**src/onb_pkg.sv**
```systemverilog
// shared types, widths and saturating arithmetic for the octree node builder
package onb_pkg;

    localparam int KEY_W   = 63;
    localparam int SUM_W   = 64;
    localparam int POS_W   = 32;
    localparam int MASS_W  = 32;
    localparam int TMASS_W = 64;
    localparam int CNT_W   = 32;
    localparam int IDX_W   = 31;
    localparam int LVL_W   = 5;
    localparam int LIM_W   = 8;
    localparam logic [LIM_W-1:0] LIMIT_RST = 8'd8;

    typedef struct packed {
        logic [KEY_W-1:0]        key;
        logic signed [SUM_W-1:0] px;
        logic signed [SUM_W-1:0] py;
        logic signed [SUM_W-1:0] pz;
        logic [MASS_W-1:0]       mass;
        logic [IDX_W-1:0]        idx;
    } t_part;

    typedef struct packed {
        logic [KEY_W-1:0]        key;
        logic [LVL_W-1:0]        level;
        logic signed [SUM_W-1:0] sx;
        logic signed [SUM_W-1:0] sy;
        logic signed [SUM_W-1:0] sz;
        logic [TMASS_W-1:0]      mass;
        logic [CNT_W-1:0]        count;
        logic [IDX_W-1:0]        start;
    } t_node;

    // flush: a level above missed; quiet/dquiet: emission already stopped
    typedef struct packed {
        logic flush;
        logic quiet;
        logic dquiet;
    } t_link;

    typedef struct packed {
        logic  flag;
        logic  tree_end;
        t_node node;
    } t_entry;

    function automatic logic signed [SUM_W-1:0] sat_add_s(
        input logic signed [SUM_W-1:0] a,
        input logic signed [SUM_W-1:0] b
    );
        logic signed [SUM_W-1:0] s;
        s = a + b;
        if (a[SUM_W-1] == b[SUM_W-1] && s[SUM_W-1] != a[SUM_W-1]) begin
            s = a[SUM_W-1] ? {1'b1, {(SUM_W-1){1'b0}}} : {1'b0, {(SUM_W-1){1'b1}}};
        end
        return s;
    endfunction

    function automatic logic [TMASS_W-1:0] sat_add_m(
        input logic [TMASS_W-1:0] a,
        input logic [MASS_W-1:0]  b
    );
        logic [TMASS_W:0] s;
        s = {1'b0, a} + {{(TMASS_W-MASS_W+1){1'b0}}, b};
        return s[TMASS_W] ? {TMASS_W{1'b1}} : s[TMASS_W-1:0];
    endfunction

    function automatic logic [CNT_W-1:0] sat_inc(input logic [CNT_W-1:0] a);
        return (&a) ? a : a + CNT_W'(1);
    endfunction

endpackage

```
**src/onb_emit_cell.sv**
```systemverilog
// one slot of the emit shift chain, loads a snapshot or takes its neighbor
module onb_emit_cell import onb_pkg::*; (
    input  logic   i_clk,
    input  logic   i_rst_n,
    input  logic   i_load,
    input  logic   i_shift,
    input  t_entry i_load_entry,
    input  t_entry i_next,
    output t_entry o_entry
);
    logic  r_flag;
    logic  r_end;
    t_node r_node;

    always_ff @(posedge i_clk) begin
        if (!i_rst_n) begin
            r_flag <= 1'b0;
        end else if (i_load) begin
            r_flag <= i_load_entry.flag;
        end else if (i_shift) begin
            r_flag <= i_next.flag;
        end
    end

    always_ff @(posedge i_clk) begin
        if (i_load) begin
            r_end  <= i_load_entry.tree_end;
            r_node <= i_load_entry.node;
        end else if (i_shift) begin
            r_end  <= i_next.tree_end;
            r_node <= i_next.node;
        end
    end

    assign o_entry.flag     = r_flag;
    assign o_entry.tree_end = r_end;
    assign o_entry.node     = r_node;

endmodule

```
**config.mk**
```make
export PLATFORM = sky130hd
export DESIGN_NAME = onb_emit_cell
export DESIGN_NICKNAME = d
export VERILOG_FILES = /design/src/onb_pkg.sv /design/src/onb_emit_cell.sv
export SDC_FILE = /design/constraint.sdc
export NUM_CORES = 1
export LEC_CHECK = 0
export BUFFER_PORTS_ARGS = -buffer_cell sky130_fd_sc_hd__buf_2
export CELL_PAD_IN_SITES_DETAIL_PLACEMENT = 0
export CELL_PAD_IN_SITES_GLOBAL_PLACEMENT = 2
export CORE_AREA = 10 10 448 450
export CTS_CLUSTER_DIAMETER = 150
export DETAILED_ROUTE_END_ITERATION = 6
export DIE_AREA = 0 0 458 460
export GPL_TIMING_DRIVEN = 0
export PLACE_DENSITY_LB_ADDON = 0.1
export SLEW_MARGIN = 10
export SYNTH_ARGS = -nofsm -noshare
export SYNTH_HDL_FRONTEND = slang
export SYNTH_SLANG_ARGS = --single-unit
```
**constraint.sdc**
```tcl
create_clock -name i_clk -period 7.7 [get_ports i_clk]
set_clock_uncertainty 0.2 [all_clocks]
set_input_delay 0.385 -clock i_clk [delete_from_list [all_inputs] [get_ports i_clk]]
set_output_delay 0.385 -clock i_clk [all_outputs]
set_load 0.1 [all_outputs]
```
==> flow_summary_export.csv <==
group,metric,value,unit
routing,ant_nets,0,
synthesis,syn_avg_cell_area,22.27,sq um
pwr,power_frac_comb,36.6,%
synthesis,synth-xor-area-share,0,%
placed_design,pre_cts_ws,4215,ps
global_routing,overflow,0,
routing,wl_per_cell,22.83,microns
clock_tree,postCtsResizedCells,0,
clock_tree,cts_setup_buffers,0,
pwr,p_per_area,230.3,nW/um^2
sta,finalHoldViolCount,0,
critical_path,crit_required,7850,ps
synthesis,synth_compound_area_share,0.05435,%
sta,min_period_over_period,34.22,%
die,die-height,460,microns
finish,drive_above_1_share,58.44,%
clock_tree,cts.clk_slew.worst_paths,70,ps
synthesis,yosys_warnings,0,
synthesis,netlist_instances,827,
global_routing,antenna_found_initial,88,
placed_design,dpl.hpwl,104400,microns
die,die_w,458,microns
critical_path,crit_fanout,46,
worst_hold_path,holdCritPathClass,"in -> reg",
finish,area_delta_synth_final,103.3,%
sta,tightest_slew,726.6,ps
sta,max_freq,0.3795,GHz
synthesis,syn_area,18420,sq um
finish,fin_nets,3628,
clock_tree,clk_path_buf_depth,3,
clock_tree,cts_buffers,61,
sta,setup_viol_count_final,0,
die,io_pins,1171,
critical_path,setup.worst_path.end_class,"flop",
pwr,seqPwrFrac,30.9,%
synthesis,synth_cell_types,10,
clock_tree,postCtsHoldBufs,778,
global_routing,grt.total_usage,11.25,%
routing,wl,124400,microns
die,start_util,9.614,%
sta,whs,261.9,ps
critical_path,worstSetupPathType,"in -> reg",
sta,slew_headroom,51.89,%
placed_design,finalWeightedCongestion,0.7729,
pwr,p_leak,0.01648,uW
critical_path,cp_data_arrival_time,2790,ps
sta,rsz0062_at_grt,"no",
die,die-area,210700,sq um
pwr,vdd_drop_max,0.0001615,V
die,core,191600,sq um
finish,fin_util,19.55,%
clock_tree,cts_tree,"built",
pwr,p_switching,3491,uW
synthesis,ys_ff_latch,389,
die,placementRows,161,
routing,drt_first_pass_iters,4,
global_routing,grt_start_max_net_pins,49,
routing,drc,0,
clock_tree,root_buffer,"clkbuf_16",
critical_path,start_kind,"input pin",
sta,setup_tns,0,ps
global_routing,grt_pass1_vias,18540,
sta,fin_crit,2635,ps
synthesis,yosys.area_share.adder,0,%
clock_tree,insertion_delay,680,ps
routing,drt_iter0_drc,547,
outcome,status,"finished clean",
pwr,power_frac_clock,32.5,%
finish,final_cell_mix,"buf_2 (1169), dlygate4sd3_1 (778), mux2_4 (388), edfxtp_1 (388), clkbuf_16 (62)",
routing,vias,16210,
pwr,sw_frac_of_total,40.49,%
routing,via_per_inst,2.975,
sta,setup_ws,5065,ps
sta,maxSlewViolCount,0,
finish,layout_commonest_cell,"buf_2",
synthesis,synth_simple_gate_area_share,0.06793,%
synthesis,synth_top_family_by_area,"multiplexers",
pwr,internal_power,5131,uW
clock_tree,cts_sinks,389,
clock_tree,htree_levels,2,
pwr,finalPower,8622,uW
job,cap_violations,0,
synthesis,syn_nets,1609,
synthesis,muxShareOfSynthArea,31.69,%
placed_design,portBuffers,1169,
global_routing,grt_pass1_wl,164100,microns
synthesis,synth-seq-area-share,63.37,%
[final timing paths]
path | slack [ps] | from | end | cells after the start
hold / removal | 260 | i_shift | o_entry[380] | 2
hold reg to reg | 970 | r_flag | r_flag | 3
setup / recovery | 5070 | i_load | o_entry[166] | 8
setup reg to reg | 6080 | r_flag | r_flag | 3
[layout make-up]
type | instances | area, sq um
antenna | 26 | 65.06
buffer | 46 | 887.1
clock buffer | 75 | 1600
clock inverter | 39 | 327.8
fill | 21030 | 154100
multi-input combinational | 392 | 5862
sequential | 389 | 11670
tap | 2526 | 3161
timing repair buffer | 1956 | 13870
[power groups by stage]
stage / sequential [uW] / clock, uW / combinational (uW)
final: 2660 / 2800 / 3160
after global placement: 2740 / 0 / 2810
after global routing: 2690 / 3040 / 3280
after floorplan: 4420 / 0 / 394
after CTS: 2670 / 2980 / 3220
after detailed placement: 2710 / 0 / 2820
[layer usage]
| metal | GRT usage, % | part of all wire, % | vias up |
|---|---|---|---|
| met5 | 0 | 0.33 | - |
| met4 | 2.319 | 2.1 | 62 |
| met3 | 5.829 | 11 | 225 |
| met2 | 20.38 | 50 | 818 |
| met1 | 11.53 | 36 | 7726 |
| li1 | - | - | 7380 |
[through the flow]
step	cell area, sq um	cells
floorplan	18420	827
finish	37440	5449
CTS	37380	5423
global placement	27430	4522
detailed placement	27660	4531
global route	37400	5432
[cell families after synthesis]
family / after synthesis
simple gates: 2
flops: 389
mux: 389
buf+inv: 46
compound gates: 1
[flip-flops by register name, indices dropped and copies added (netlist names)]
| register | cells |
|---|---|
| o_entry | 387 |
| r_end | 1 |
| r_flag | 1 |
[worst max-delay path: stages]
cell and delay (ps):
buf_6 200, buf_12 230, buf_12 170, or2_4 500, buf_16 300, buf_16 310, buf_12 240, buf_16 250
[Yosys cell counts (all sizes together)]
cell type / instances / share of area (%)
nand2b: 1 / 0.034
dfxtp: 1 / 0.11
mux2: 389 / 32
buf: 46 / 4.8
edfxtp: 388 / 63
o211a: 1 / 0.054
or2: 1 / 0.034
No activity file was read; power rests on OpenSTA's default activity.
