<file path="config.mk">
export PLATFORM = sky130hd
export DESIGN_NAME = onb_node_cell
export DESIGN_NICKNAME = d
export VERILOG_FILES = /design/src/onb_pkg.sv /design/src/onb_node_cell.sv
export SDC_FILE = /design/constraint.sdc
export NUM_CORES = 1
export LEC_CHECK = 0
export ABC_AREA = 1
export BUFFER_PORTS_ARGS = -buffer_cell sky130_fd_sc_hd__clkbuf_2
export CAP_MARGIN = 15
export CORE_AREA = 5 5 436 438
export CTS_CLUSTER_DIAMETER = 120
export CTS_CLUSTER_SIZE = 28
export DETAILED_ROUTE_END_ITERATION = 8
export DIE_AREA = 0 0 441 443
export PLACE_DENSITY = 0.43
export SYNTH_ARGS = -nofsm -noshare
export SYNTH_HDL_FRONTEND = slang
export SYNTH_SLANG_ARGS = --single-unit
export TNS_END_PERCENT = 5
</file>
<file path="constraint.sdc">
create_clock -name i_clk -period 4.1 [get_ports i_clk]
set_input_delay 0 -clock i_clk [delete_from_list [all_inputs] [get_ports i_clk]]
set_output_delay 0 -clock i_clk [all_outputs]
set_load 0.05 [all_outputs]
</file>
<file path="src/onb_pkg.sv">
// shared types, widths and saturating arithmetic for the octree node builder
package onb_pkg;

    localparam int KEY_W   = 63;
    localparam int SUM_W   = 64;
    localparam int POS_W   = 32;
    localparam int MASS_W  = 32;
    localparam int TMASS_W = 64;
    localparam int CNT_W   = 32;
    localparam int IDX_W   = 31;
    localparam int LVL_W   = 5;
    localparam int LIM_W   = 8;
    localparam logic [LIM_W-1:0] LIMIT_RST = 8'd8;

    typedef struct packed {
        logic [KEY_W-1:0]        key;
        logic signed [SUM_W-1:0] px;
        logic signed [SUM_W-1:0] py;
        logic signed [SUM_W-1:0] pz;
        logic [MASS_W-1:0]       mass;
        logic [IDX_W-1:0]        idx;
    } t_part;

    typedef struct packed {
        logic [KEY_W-1:0]        key;
        logic [LVL_W-1:0]        level;
        logic signed [SUM_W-1:0] sx;
        logic signed [SUM_W-1:0] sy;
        logic signed [SUM_W-1:0] sz;
        logic [TMASS_W-1:0]      mass;
        logic [CNT_W-1:0]        count;
        logic [IDX_W-1:0]        start;
    } t_node;

    // flush: a level above missed; quiet/dquiet: emission already stopped
    typedef struct packed {
        logic flush;
        logic quiet;
        logic dquiet;
    } t_link;

    typedef struct packed {
        logic  flag;
        logic  tree_end;
        t_node node;
    } t_entry;

    function automatic logic signed [SUM_W-1:0] sat_add_s(
        input logic signed [SUM_W-1:0] a,
        input logic signed [SUM_W-1:0] b
    );
        logic signed [SUM_W-1:0] s;
        s = a + b;
        if (a[SUM_W-1] == b[SUM_W-1] && s[SUM_W-1] != a[SUM_W-1]) begin
            s = a[SUM_W-1] ? {1'b1, {(SUM_W-1){1'b0}}} : {1'b0, {(SUM_W-1){1'b1}}};
        end
        return s;
    endfunction

    function automatic logic [TMASS_W-1:0] sat_add_m(
        input logic [TMASS_W-1:0] a,
        input logic [MASS_W-1:0]  b
    );
        logic [TMASS_W:0] s;
        s = {1'b0, a} + {{(TMASS_W-MASS_W+1){1'b0}}, b};
        return s[TMASS_W] ? {TMASS_W{1'b1}} : s[TMASS_W-1:0];
    endfunction

    function automatic logic [CNT_W-1:0] sat_inc(input logic [CNT_W-1:0] a);
        return (&a) ? a : a + CNT_W'(1);
    endfunction

endpackage

</file>
<file path="src/onb_node_cell.sv">
// one tree level: open node storage, prefix match, accumulate or replace
module onb_node_cell import onb_pkg::*; #(
    parameter int LEVELS = 21,
    parameter int LVL    = 0
) (
    input  logic             i_clk,
    input  logic             i_en,
    input  logic             i_seeded,
    input  logic             i_last,
    input  logic [LIM_W-1:0] i_limit,
    input  t_part            i_part,
    input  t_link            i_link,
    output t_link            o_link,
    output t_node            o_old,
    output logic             o_old_flag,
    output t_node            o_new,
    output logic             o_dump_flag
);
    localparam int SHIFT = 3 * (LEVELS - 1 - LVL);

    t_node             r_node;
    t_node             n_node;
    logic [KEY_W-1:0]  pfx;
    logic              flush_here;
    logic [CNT_W-1:0]  limit_ext;

    assign pfx        = i_part.key >> SHIFT;
    assign flush_here = i_link.flush | (pfx != r_node.key);
    assign limit_ext  = {{(CNT_W-LIM_W){1'b0}}, i_limit};

    always_comb begin
        n_node       = r_node;
        n_node.level = LVL_W'(LVL + 1);
        if (!i_seeded || flush_here) begin
            n_node.key   = pfx;
            n_node.sx    = i_part.px;
            n_node.sy    = i_part.py;
            n_node.sz    = i_part.pz;
            n_node.mass  = {{(TMASS_W-MASS_W){1'b0}}, i_part.mass};
            n_node.count = CNT_W'(1);
            n_node.start = i_seeded ? i_part.idx : '0;
        end else begin
            n_node.sx    = sat_add_s(r_node.sx, i_part.px);
            n_node.sy    = sat_add_s(r_node.sy, i_part.py);
            n_node.sz    = sat_add_s(r_node.sz, i_part.pz);
            n_node.mass  = sat_add_m(r_node.mass, i_part.mass);
            n_node.count = sat_inc(r_node.count);
        end
    end

    assign o_old_flag   = i_seeded & flush_here & ~i_link.quiet;
    assign o_link.flush = flush_here;
    assign o_link.quiet = i_link.quiet | (flush_here & (r_node.count <= limit_ext));
    assign o_dump_flag  = i_last & ~i_link.dquiet;
    assign o_link.dquiet = i_link.dquiet | (n_node.count <= limit_ext);
    assign o_old        = r_node;
    assign o_new        = n_node;

    always_ff @(posedge i_clk) begin
        if (i_en) begin
            r_node <= n_node;
        end
    end

endmodule

</file>
==> metrics.md, run 1 <==
| Metric | Value |
|---|---|
| Run status | `finished, final reports clean` |
| Net switching power | `0.00774 W` |
| Switching share of power | `48.0%` |
| Num CTS Buffers | `34` |
| Skew-Pair Late Insertion Delay | `0.67 ns` |
| Actual slew at the worst max-slew pin | `1.01 ns` |
| Number of flops mapped to enable cells by yosys | `382` |
| Post-layout min period | `3.98 ns` |
| Crit path cell chain | `ha_1 > nand2_1 > o21ai_0 > nand2_1 > nand2_1 > a21oi_1 > nand2_2 > nand2_1 > nand2_2 > nand2_2 > nand2_4 > buf_4 > nand2_1 > a21oi_1 > buf_4 > clkbuf_4` |
| RSZ-0062 raised after global routing | `yes` |
| Max Cap Viol | `0` |
| Sequential share of the synthesized area | `31.6%` |
| Final hold viol count | `0` |
| Critical path's slowest cell | `o21ai_0` |
| CP peak stage delay | `0.56 ns` |
| Htree depth | `2` |
| Tightest Hold Check Type | `in2reg` |
| PwrDens | `319 nW/um2` |
| Simple-Gate Fraction of Synth Area | `33.1%` |
| DR pass1 iterations | `5` |
| Post-Syn Area | `36300 um2` |
| Sequential share of power | `30.4%` |
| Fin nets | `7423` |
| Area of the multi-input gates | `21800 um2` |
| Layout cells sized above 1 | `18.7%` |
| Critical Path Sink Type | `output port` |
| CP Data Required Time | `4.10 ns` |
| Root Buffer | `clkbuf_16` |
| Detail Placement HPWL | `188000 um` |
| Maximum vdd drop | `0.000327 V` |
| Clock Path Buffers | `3` |
| CP Max Fanout | `17` |
| Largest register FFs | `382` |
| Mux share of post-synthesis cell area | `0%` |
| Fmax | `0.251 GHz` |
| Slew HR | `32.5%` |
| Clock share of power | `25.0%` |
| Fill count | `20952` |
| Combinational share of power | `44.6%` |
| PortBufs | `981` |
| Clk pin slew, worst setup/hold paths | `0.12 ns` |
| Average wire per standard cell | `23.4 um` |
| Final setup fails | `0` |
| Routed wire length | `220000 um` |
| Syn avg cell area | `6.61 um2` |
| Critical path class | `reg2out` |
| Placed Cells | `9014` |
| Via density | `4.47` |
| TritonCTS sink count | `382` |
| Grt ovf | `0` |
| Clk_skew | `0.0515 ns` |
| Number of global-route vias before repair | `41214` |
| Pleak | `23.6 nW` |
| Total global routing track utilization | `21.4%` |
| Routing usage on met1 | `26.8%` |
| Critical path launch point type | `flop` |
| Number of distinct library cells after synthesis | `55` |
| Core area | `186000 um2` |
| Grt met3 use | `4.18%` |
| CTS tree | `yes` |
| Main synth FF type | `edfxtp_1` |
| Antenna violations before repair | `18` |
| Initial Util | `19.5%` |
| Crit-path most repeated cell | `nand2_1` |
| Die area | `195000 um2` |
| Chip height | `443 um` |
| Num ports | `1112` |
| Met2 Track Usage GR | `37.1%` |
| Largest family of logic cells by synthesized area | `simple AND/OR/NAND/NOR gates` |
| Routed Antenna Nets | `0` |
| Non-filler cells, final | `9375` |
| Ys async rst share | `0%` |
| Die width | `441 um` |
| Total Power | `0.0161 W` |
| Std cell rows | `159` |
| Ys Warns | `0` |
| Pint | `0.00837 W` |
| Residual DRC count | `0` |
| Final Max Slew Viols | `0` |
| WHS | `0.125 ns` |
| Post-Synth Adder-Cell Area | `8.42%` |
| Register Area | `11500 um2` |
| First-pass GRT wire length | `306000 um` |
| Synth Area in Compound Gates | `12.6%` |
| Busiest grt layer | `met2` |
| Syn Inst Count | `5492` |
| Vias | `41921` |
| CP arrival | `3.98 ns` |
| Register bit count reported by yosys | `382` |
| Final core occ | `27.1%` |
| Pin count of the biggest net entering global routing | `120` |
| Area grow syn2layout | `39.0%` |
| GP Congestion | `0.971` |
| Final worst path period share | `97.1%` |
| XOR/XNOR share of the synthesized area | `3.42%` |
| Starting DRT DRC Count | `2768` |
[repair_timing]
item	CTS	global route
setup buffers	8	23
hold buffers	259	0
endpoints found under the setup margin	197	172
resized for setup	49	180
pin swaps	4	4
cloned	2	1
endpoints found under the hold margin	324	0
[Yosys cell counts (3+ instances only)]
| cell | number | area [um2] |
|---|---|---|
| a21boi_0 | 5 | 37.5 |
| a21o_1 | 10 | 75.1 |
| a21oi_1 | 530 | 2650 |
| a21oi_4 | 13 | 211 |
| a221oi_1 | 3 | 26.3 |
| a31oi_1 | 8 | 50.1 |
| a41oi_1 | 3 | 26.3 |
| and3_1 | 12 | 75.1 |
| buf_2 | 51 | 255 |
| buf_4 | 89 | 668 |
| buf_6 | 8 | 90.1 |
| clkbuf_1 | 15 | 56.3 |
| edfxtp_1 | 382 | 11500 |
| fa_1 | 4 | 80.1 |
| ha_1 | 238 | 2980 |
| inv_1 | 746 | 2800 |
| inv_2 | 6 | 22.5 |
| nand2_1 | 1527 | 5730 |
| nand2_2 | 9 | 56.3 |
| nand3_1 | 333 | 1670 |
| nand3_2 | 3 | 30.0 |
| nand3b_1 | 29 | 218 |
| nand4_1 | 25 | 156 |
| nor2_1 | 930 | 3490 |
| nor2_2 | 7 | 43.8 |
| nor2_4 | 3 | 33.8 |
| nor3_1 | 57 | 285 |
| nor4_1 | 20 | 125 |
| o211ai_1 | 4 | 30.0 |
| o21a_1 | 20 | 150 |
| o21ai_0 | 199 | 996 |
| o21bai_1 | 34 | 255 |
| or2_2 | 3 | 18.8 |
| xnor2_1 | 26 | 228 |
| xor2_1 | 116 | 1020 |
[area by class of cell]
type	count	share of cell area, %
repair buffers	1355	19.7
diodes	7	0.0347
clock inverters	25	0.805
well taps	2495	6.18
inverters	752	5.62
flip-flops and latches	382	22.7
multi-input cells	4323	43.2
clock buffers	36	1.74
[power groups by stage]
stage                     Clock (W)  Sequential (W)  Combinational, W
final                       0.00403         0.00489           0.00719
after floorplan                   0         0.00588           0.00351
after CTS                   0.00421         0.00490           0.00712
after detailed placement          0         0.00499           0.00684
after global placement            0         0.00498           0.00686
after global routing        0.00431         0.00492           0.00772
[metrics by stage]
step	TNS (ns)	cell area, um2	setup slack, ns
global placement	0	45800	0.227
CTS	-0.356	50000	-0.165
floorplan	0	36900	0.0526
detailed placement	0	45800	0.246
global route	-0.135	50500	-0.0760
finish	0	50500	0.121
[cells by family (layout without fill, tap and decap cells)]
family,count (synthesis),count (layout)
AO/OA/AOI/OAI,839,841
adder cells (fa/ha/maj),242,242
flip-flops,382,382
XOR/XNOR,142,142
AND/OR/NAND/NOR,2968,2968
buffers and inverters,917,2168
other,2,137
[critical path, delay by kind of cell (launching register included)]
kind	cells	cell delay, ns
AO/OA/AOI/OAI	3	0.79
buffers and inverters	3	0.69
adder cells (fa/ha/maj)	1	0.39
AND/OR/NAND/NOR	9	0.99
flip-flops	1	0.44
[metal layers]
metal / vias up / wire length [um]
li1: 20352 / -
met1: 20067 / 93300
met2: 1281 / 105000
met3: 219 / 13600
met4: 2 / 7500
met5: - / 13
[path summary, 6_finish.rpt]
check,cells after the start,slack (ns),endpoint,startpoint
min reg2reg,2,0.59,o_old[3]$_DFFE_PP_,o_old[3]$_DFFE_PP_
max reg2reg,12,0.72,o_old[190]$_DFFE_PP_,o_old[351]$_DFFE_PP_
min,2,0.13,o_old[324]$_DFFE_PP_,i_part[315]
max,16,0.12,o_new[266],o_old[273]$_DFFE_PP_
[cell usage in the layout (no fill, tap or decap), types with 8 or more instances in the layout]
master,instances
nand2_1,1514
nor2_1,918
clkbuf_2,823
inv_1,745
a21oi_1,497
edfxtp_1,382
nand3_1,331
dlygate4sd3_1,259
ha_1,235
o21ai_0,188
conb_1,130
xor2_1,116
buf_4,116
buf_12,97
nor3_1,56
clkbuf_16,36
o21bai_1,34
clkbuf_4,33
a21oi_2,29
nand3b_1,29
xnor2_1,26
nand4_1,25
buf_2,22
nand2_2,21
a21oi_4,21
nor4_1,20
o21a_1,20
nor2_2,14
and3_1,12
a21o_1,10
o21ai_1,10
nor2_4,8
a31oi_1,8
Note: power is estimated with default switching activity, not from simulation.
==> run 2, diff against run 1 <==
--- a/config.mk
+++ b/config.mk
@@ -8,12 +8,12 @@
 export ABC_AREA = 1
 export BUFFER_PORTS_ARGS = -buffer_cell sky130_fd_sc_hd__clkbuf_2
 export CAP_MARGIN = 15
-export CORE_AREA = 5 5 436 438
+export CORE_AREA = 5 5 424 426
 export CTS_CLUSTER_DIAMETER = 120
 export CTS_CLUSTER_SIZE = 28
 export DETAILED_ROUTE_END_ITERATION = 8
-export DIE_AREA = 0 0 441 443
-export PLACE_DENSITY = 0.43
+export DIE_AREA = 0 0 429 431
+export PLACE_DENSITY = 0.44
 export SYNTH_ARGS = -nofsm -noshare
 export SYNTH_HDL_FRONTEND = slang
 export SYNTH_SLANG_ARGS = --single-unit
==> run 2 against run 1 <==
Clock-buffer cell count decreased by 5. Final cell count decreased by 1.7%. Clock power decreased by 8.2%. Sequential power about the same. Hold slack got worse by 0.019 ns. Cell area decreased by 0.59%. Sequential share of layout area increased by 0.14 points. Routed wire length decreased by 7.1%. Global-route usage decreased by 0.70 points. Combinational power decreased by 2%. Non-clock buffer count increased by 5. Utilization increased by 1.5 points. Critical path type unchanged. Largest cell class unchanged. Largest power group unchanged.
==> metrics.md, run 2 (same netlist as run 1, synthesis figures left out) <==
| Metric | Value |
|---|---|
| Top layer in use | `met4` |
| Largest register FFs | `382 (unchanged)` |
| CP Data Required Time | `4.10 ns (about the same)` |
| Area grow syn2layout | `38.2%` |
| Non-filler cells, final | `9213 (-1.7%)` |
| CP Max Fanout | `4 (-13)` |
| Routed wire length | `204000 um (-7.1%)` |
| Starting DRT DRC Count | `3208 (+16%)` |
| Final hold viol count | `0 (unchanged)` |
| Chip height | `431 um (-2.7%)` |
| Die width | `429 um (-2.7%)` |
| Final core occ | `28.6% (+1.5 points)` |
| Max Cap Viol | `0 (unchanged)` |
| Routed length on met1 | `87100 um (-6.6%)` |
| Detail Placement HPWL | `174000 um (-7.2%)` |
| Via density | `4.52 (+0.99%)` |
| PortBufs | `981 (unchanged)` |
| Core area | `175000 um2 (-5.8%)` |
| Final Max Slew Viols | `0 (unchanged)` |
| Clock Path Buffers | `3 (unchanged)` |
| Clk_skew | `0.0428 ns (-0.00878 ns)` |
| Average wire per standard cell | `22.2 um (-5.5%)` |
| Fin nets | `7422 (-0.013%)` |
| Total global routing track utilization | `20.7% (-0.70 points)` |
| Crit-path most repeated cell | `nand2_1` |
| Pleak | `23.5 nW (-0.39%)` |
| CP peak stage delay | `0.47 ns (-0.09 ns)` |
| Num CTS Buffers | `30 (-12%)` |
| Critical path's slowest cell | `edfxtp_1` |
| Hold path cells | `2 (unchanged)` |
| Fmax | `0.253 GHz (+0.52%)` |
| Maximum vdd drop | `0.000346 V (+5.5%)` |
| WHS | `0.106 ns (-0.0195 ns)` |
| Routed length on met3 | `11100 um (-19%)` |
| Area of the multi-input gates | `21800 um2 (+0.10%)` |
| Actual slew at the worst max-slew pin | `0.875 ns (-0.132 ns)` |
| Critical path launch point type | `flop` |
| Routed length on met2 | `98500 um (-6.5%)` |
| Critical Path Sink Type | `output port` |
| Clk pin slew, worst setup/hold paths | `0.12 ns (about the same)` |
| CTS tree | `yes` |
| PwrDens | `312 nW/um2 (-2.2%)` |
| Htree depth | `1 (-1)` |
| Std cell rows | `154 (-3.1%)` |
| Pin count of the biggest net entering global routing | `80 (-33%)` |
| Critical path class | `reg2out` |
| Initial Util | `20.7% (+1.2 points)` |
| Root Buffer | `clkbuf_16` |
| Final worst path period share | `96.6% (-0.51 points)` |
| Vias | `41606 (-0.75%)` |
| Final setup fails | `0 (unchanged)` |
| Post-layout min period | `3.96 ns (-0.0207 ns)` |
| DR pass1 iterations | `5 (unchanged)` |
| Tightest Hold Check Type | `in2reg` |
| Most frequent cells in the layout | `nand2_1 (1515), nor2_1 (918), clkbuf_2 (800)` |
| Fill count | `19710 (-5.9%)` |
| CP arrival | `3.96 ns (-0.02 ns)` |
| Die area | `185000 um2 (-5.4%)` |
| GP Congestion | `0.943 (-2.9%)` |
| Skew-Pair Late Insertion Delay | `0.70 ns (+0.03 ns)` |
| Commonest non-fill, non-tap cell in the layout | `nand2_1` |
| Slew HR | `41.6% (+9.1 points)` |
| Antenna violations before repair | `11 (-7)` |
| Routed Antenna Nets | `0 (unchanged)` |
| First-pass GRT wire length | `287000 um (-6.3%)` |
| Crit path cell chain | `ha_1 > a21oi_1 > nand2_1 > nand2_1 > nand2_1 > nand3_1 > nand3_1 > nand2_1 > nand2_1 > nand2_1 > nand3_1 > nand2_1 > nand2_1 > a21oi_2 > clkbuf_2` |
| R2R depth | `13 (+1)` |
| Num ports | `1112 (unchanged)` |
| Register Area | `11500 um2 (unchanged)` |
| Grt ovf | `0 (unchanged)` |
| Number of global-route vias before repair | `39951 (-3.1%)` |
| Run status | `finished, final reports clean` |
| RSZ-0062 raised after global routing | `yes` |
| Residual DRC count | `0 (unchanged)` |
| TritonCTS sink count | `382 (unchanged)` |
| Layout cells sized above 1 | `18.7% (about the same)` |
| Placed Cells | `8860 (-1.7%)` |
==> run 2: changes by cell type in the layout (fill, tap and decap cells not counted), moves of 5 or more <==
cell,before,now
dlygate4sd3_1,259,264
buf_12,97,80
o21ai_1,10,19
ha_2,1,7
clkbuf_4,33,53
o21ai_0,188,182
clkbuf_2,823,800
ha_1,235,225
buf_6,2,11
buf_2,22,29
==> run 2: timing repair <==
item,4_1_cts,5_1_grt
pin swaps,4,8
buffers inserted,7,22
endpoints found under the hold margin,328,0
cloned,1,1
hold buffers,264,0
gates resized for setup,40,286
setup endpoints to repair,210,204
==> run 2: path summary, 6_finish.rpt <==
path | start | endpoint | slack (ns)
worst max-delay path | o_old[257]$_DFFE_PP_ | o_new[316] | 0.14
worst min-delay path | i_part[315] | o_old[324]$_DFFE_PP_ | 0.11
worst max register to register | o_old[227]$_DFFE_PP_ | o_old[193]$_DFFE_PP_ | 0.55
worst min register to register | o_old[25]$_DFFE_PP_ | o_old[25]$_DFFE_PP_ | 0.59
==> run 2: area by class of cell <==
| class | instances | share of cell area (%) |
|---|---|---|
| Antenna cell | 4 | 0.0199 |
| Clock buffer | 31 | 1.55 |
| Clock inverter | 23 | 0.892 |
| Sequential cell | 382 | 22.9 |
| Multi-Input combinational cell | 4321 | 43.5 |
| Inverter | 752 | 5.64 |
| Timing Repair Buffer | 1360 | 19.7 |
| Tap cell | 2340 | 5.83 |
==> run 2: power by group <==
part / internal [W] / switching [W]
Combinational: 0.00191 / 0.00516
Clock: 0.00160 / 0.00210
Sequential: 0.00463 / 0.000260
Total: 0.00813 / 0.00752
==> run 2: critical path: cells and delay by family, from the launching register on <==
family	cells	cell delay (ns)
adders and majority gates	1	0.37
buffers and inverters	1	0.36
and+or+nand+nor	11	1.58
DFF	1	0.47
AOI/OAI and AO/OA	2	0.45
==> run 2: per-layer routing <==
metal  vias up  GRT usage, %
met5         -             0
met4         0          5.97
met3       207          3.08
met2      1353          36.5
met1     19719          26.2
li1      20327             -
==> run 2: through the flow <==
| step | setup WS, ns | TNS (ns) | power [W] | instance area (um2) |
|---|---|---|---|---|
| 2_1_floorplan | 0.0526 | 0 | 0.00940 | 36900 |
| 3_3_place_gp | 0.283 | 0 | 0.0117 | 45400 |
| 4_1_cts | -0.194 | -0.370 | 0.0158 | 49500 |
| 3_5_place_dp | 0.293 | 0 | 0.0117 | 45400 |
| 6_report | 0.141 | 0 | 0.0157 | 50200 |
| 5_1_grt | -0.116 | -0.344 | 0.0165 | 50200 |
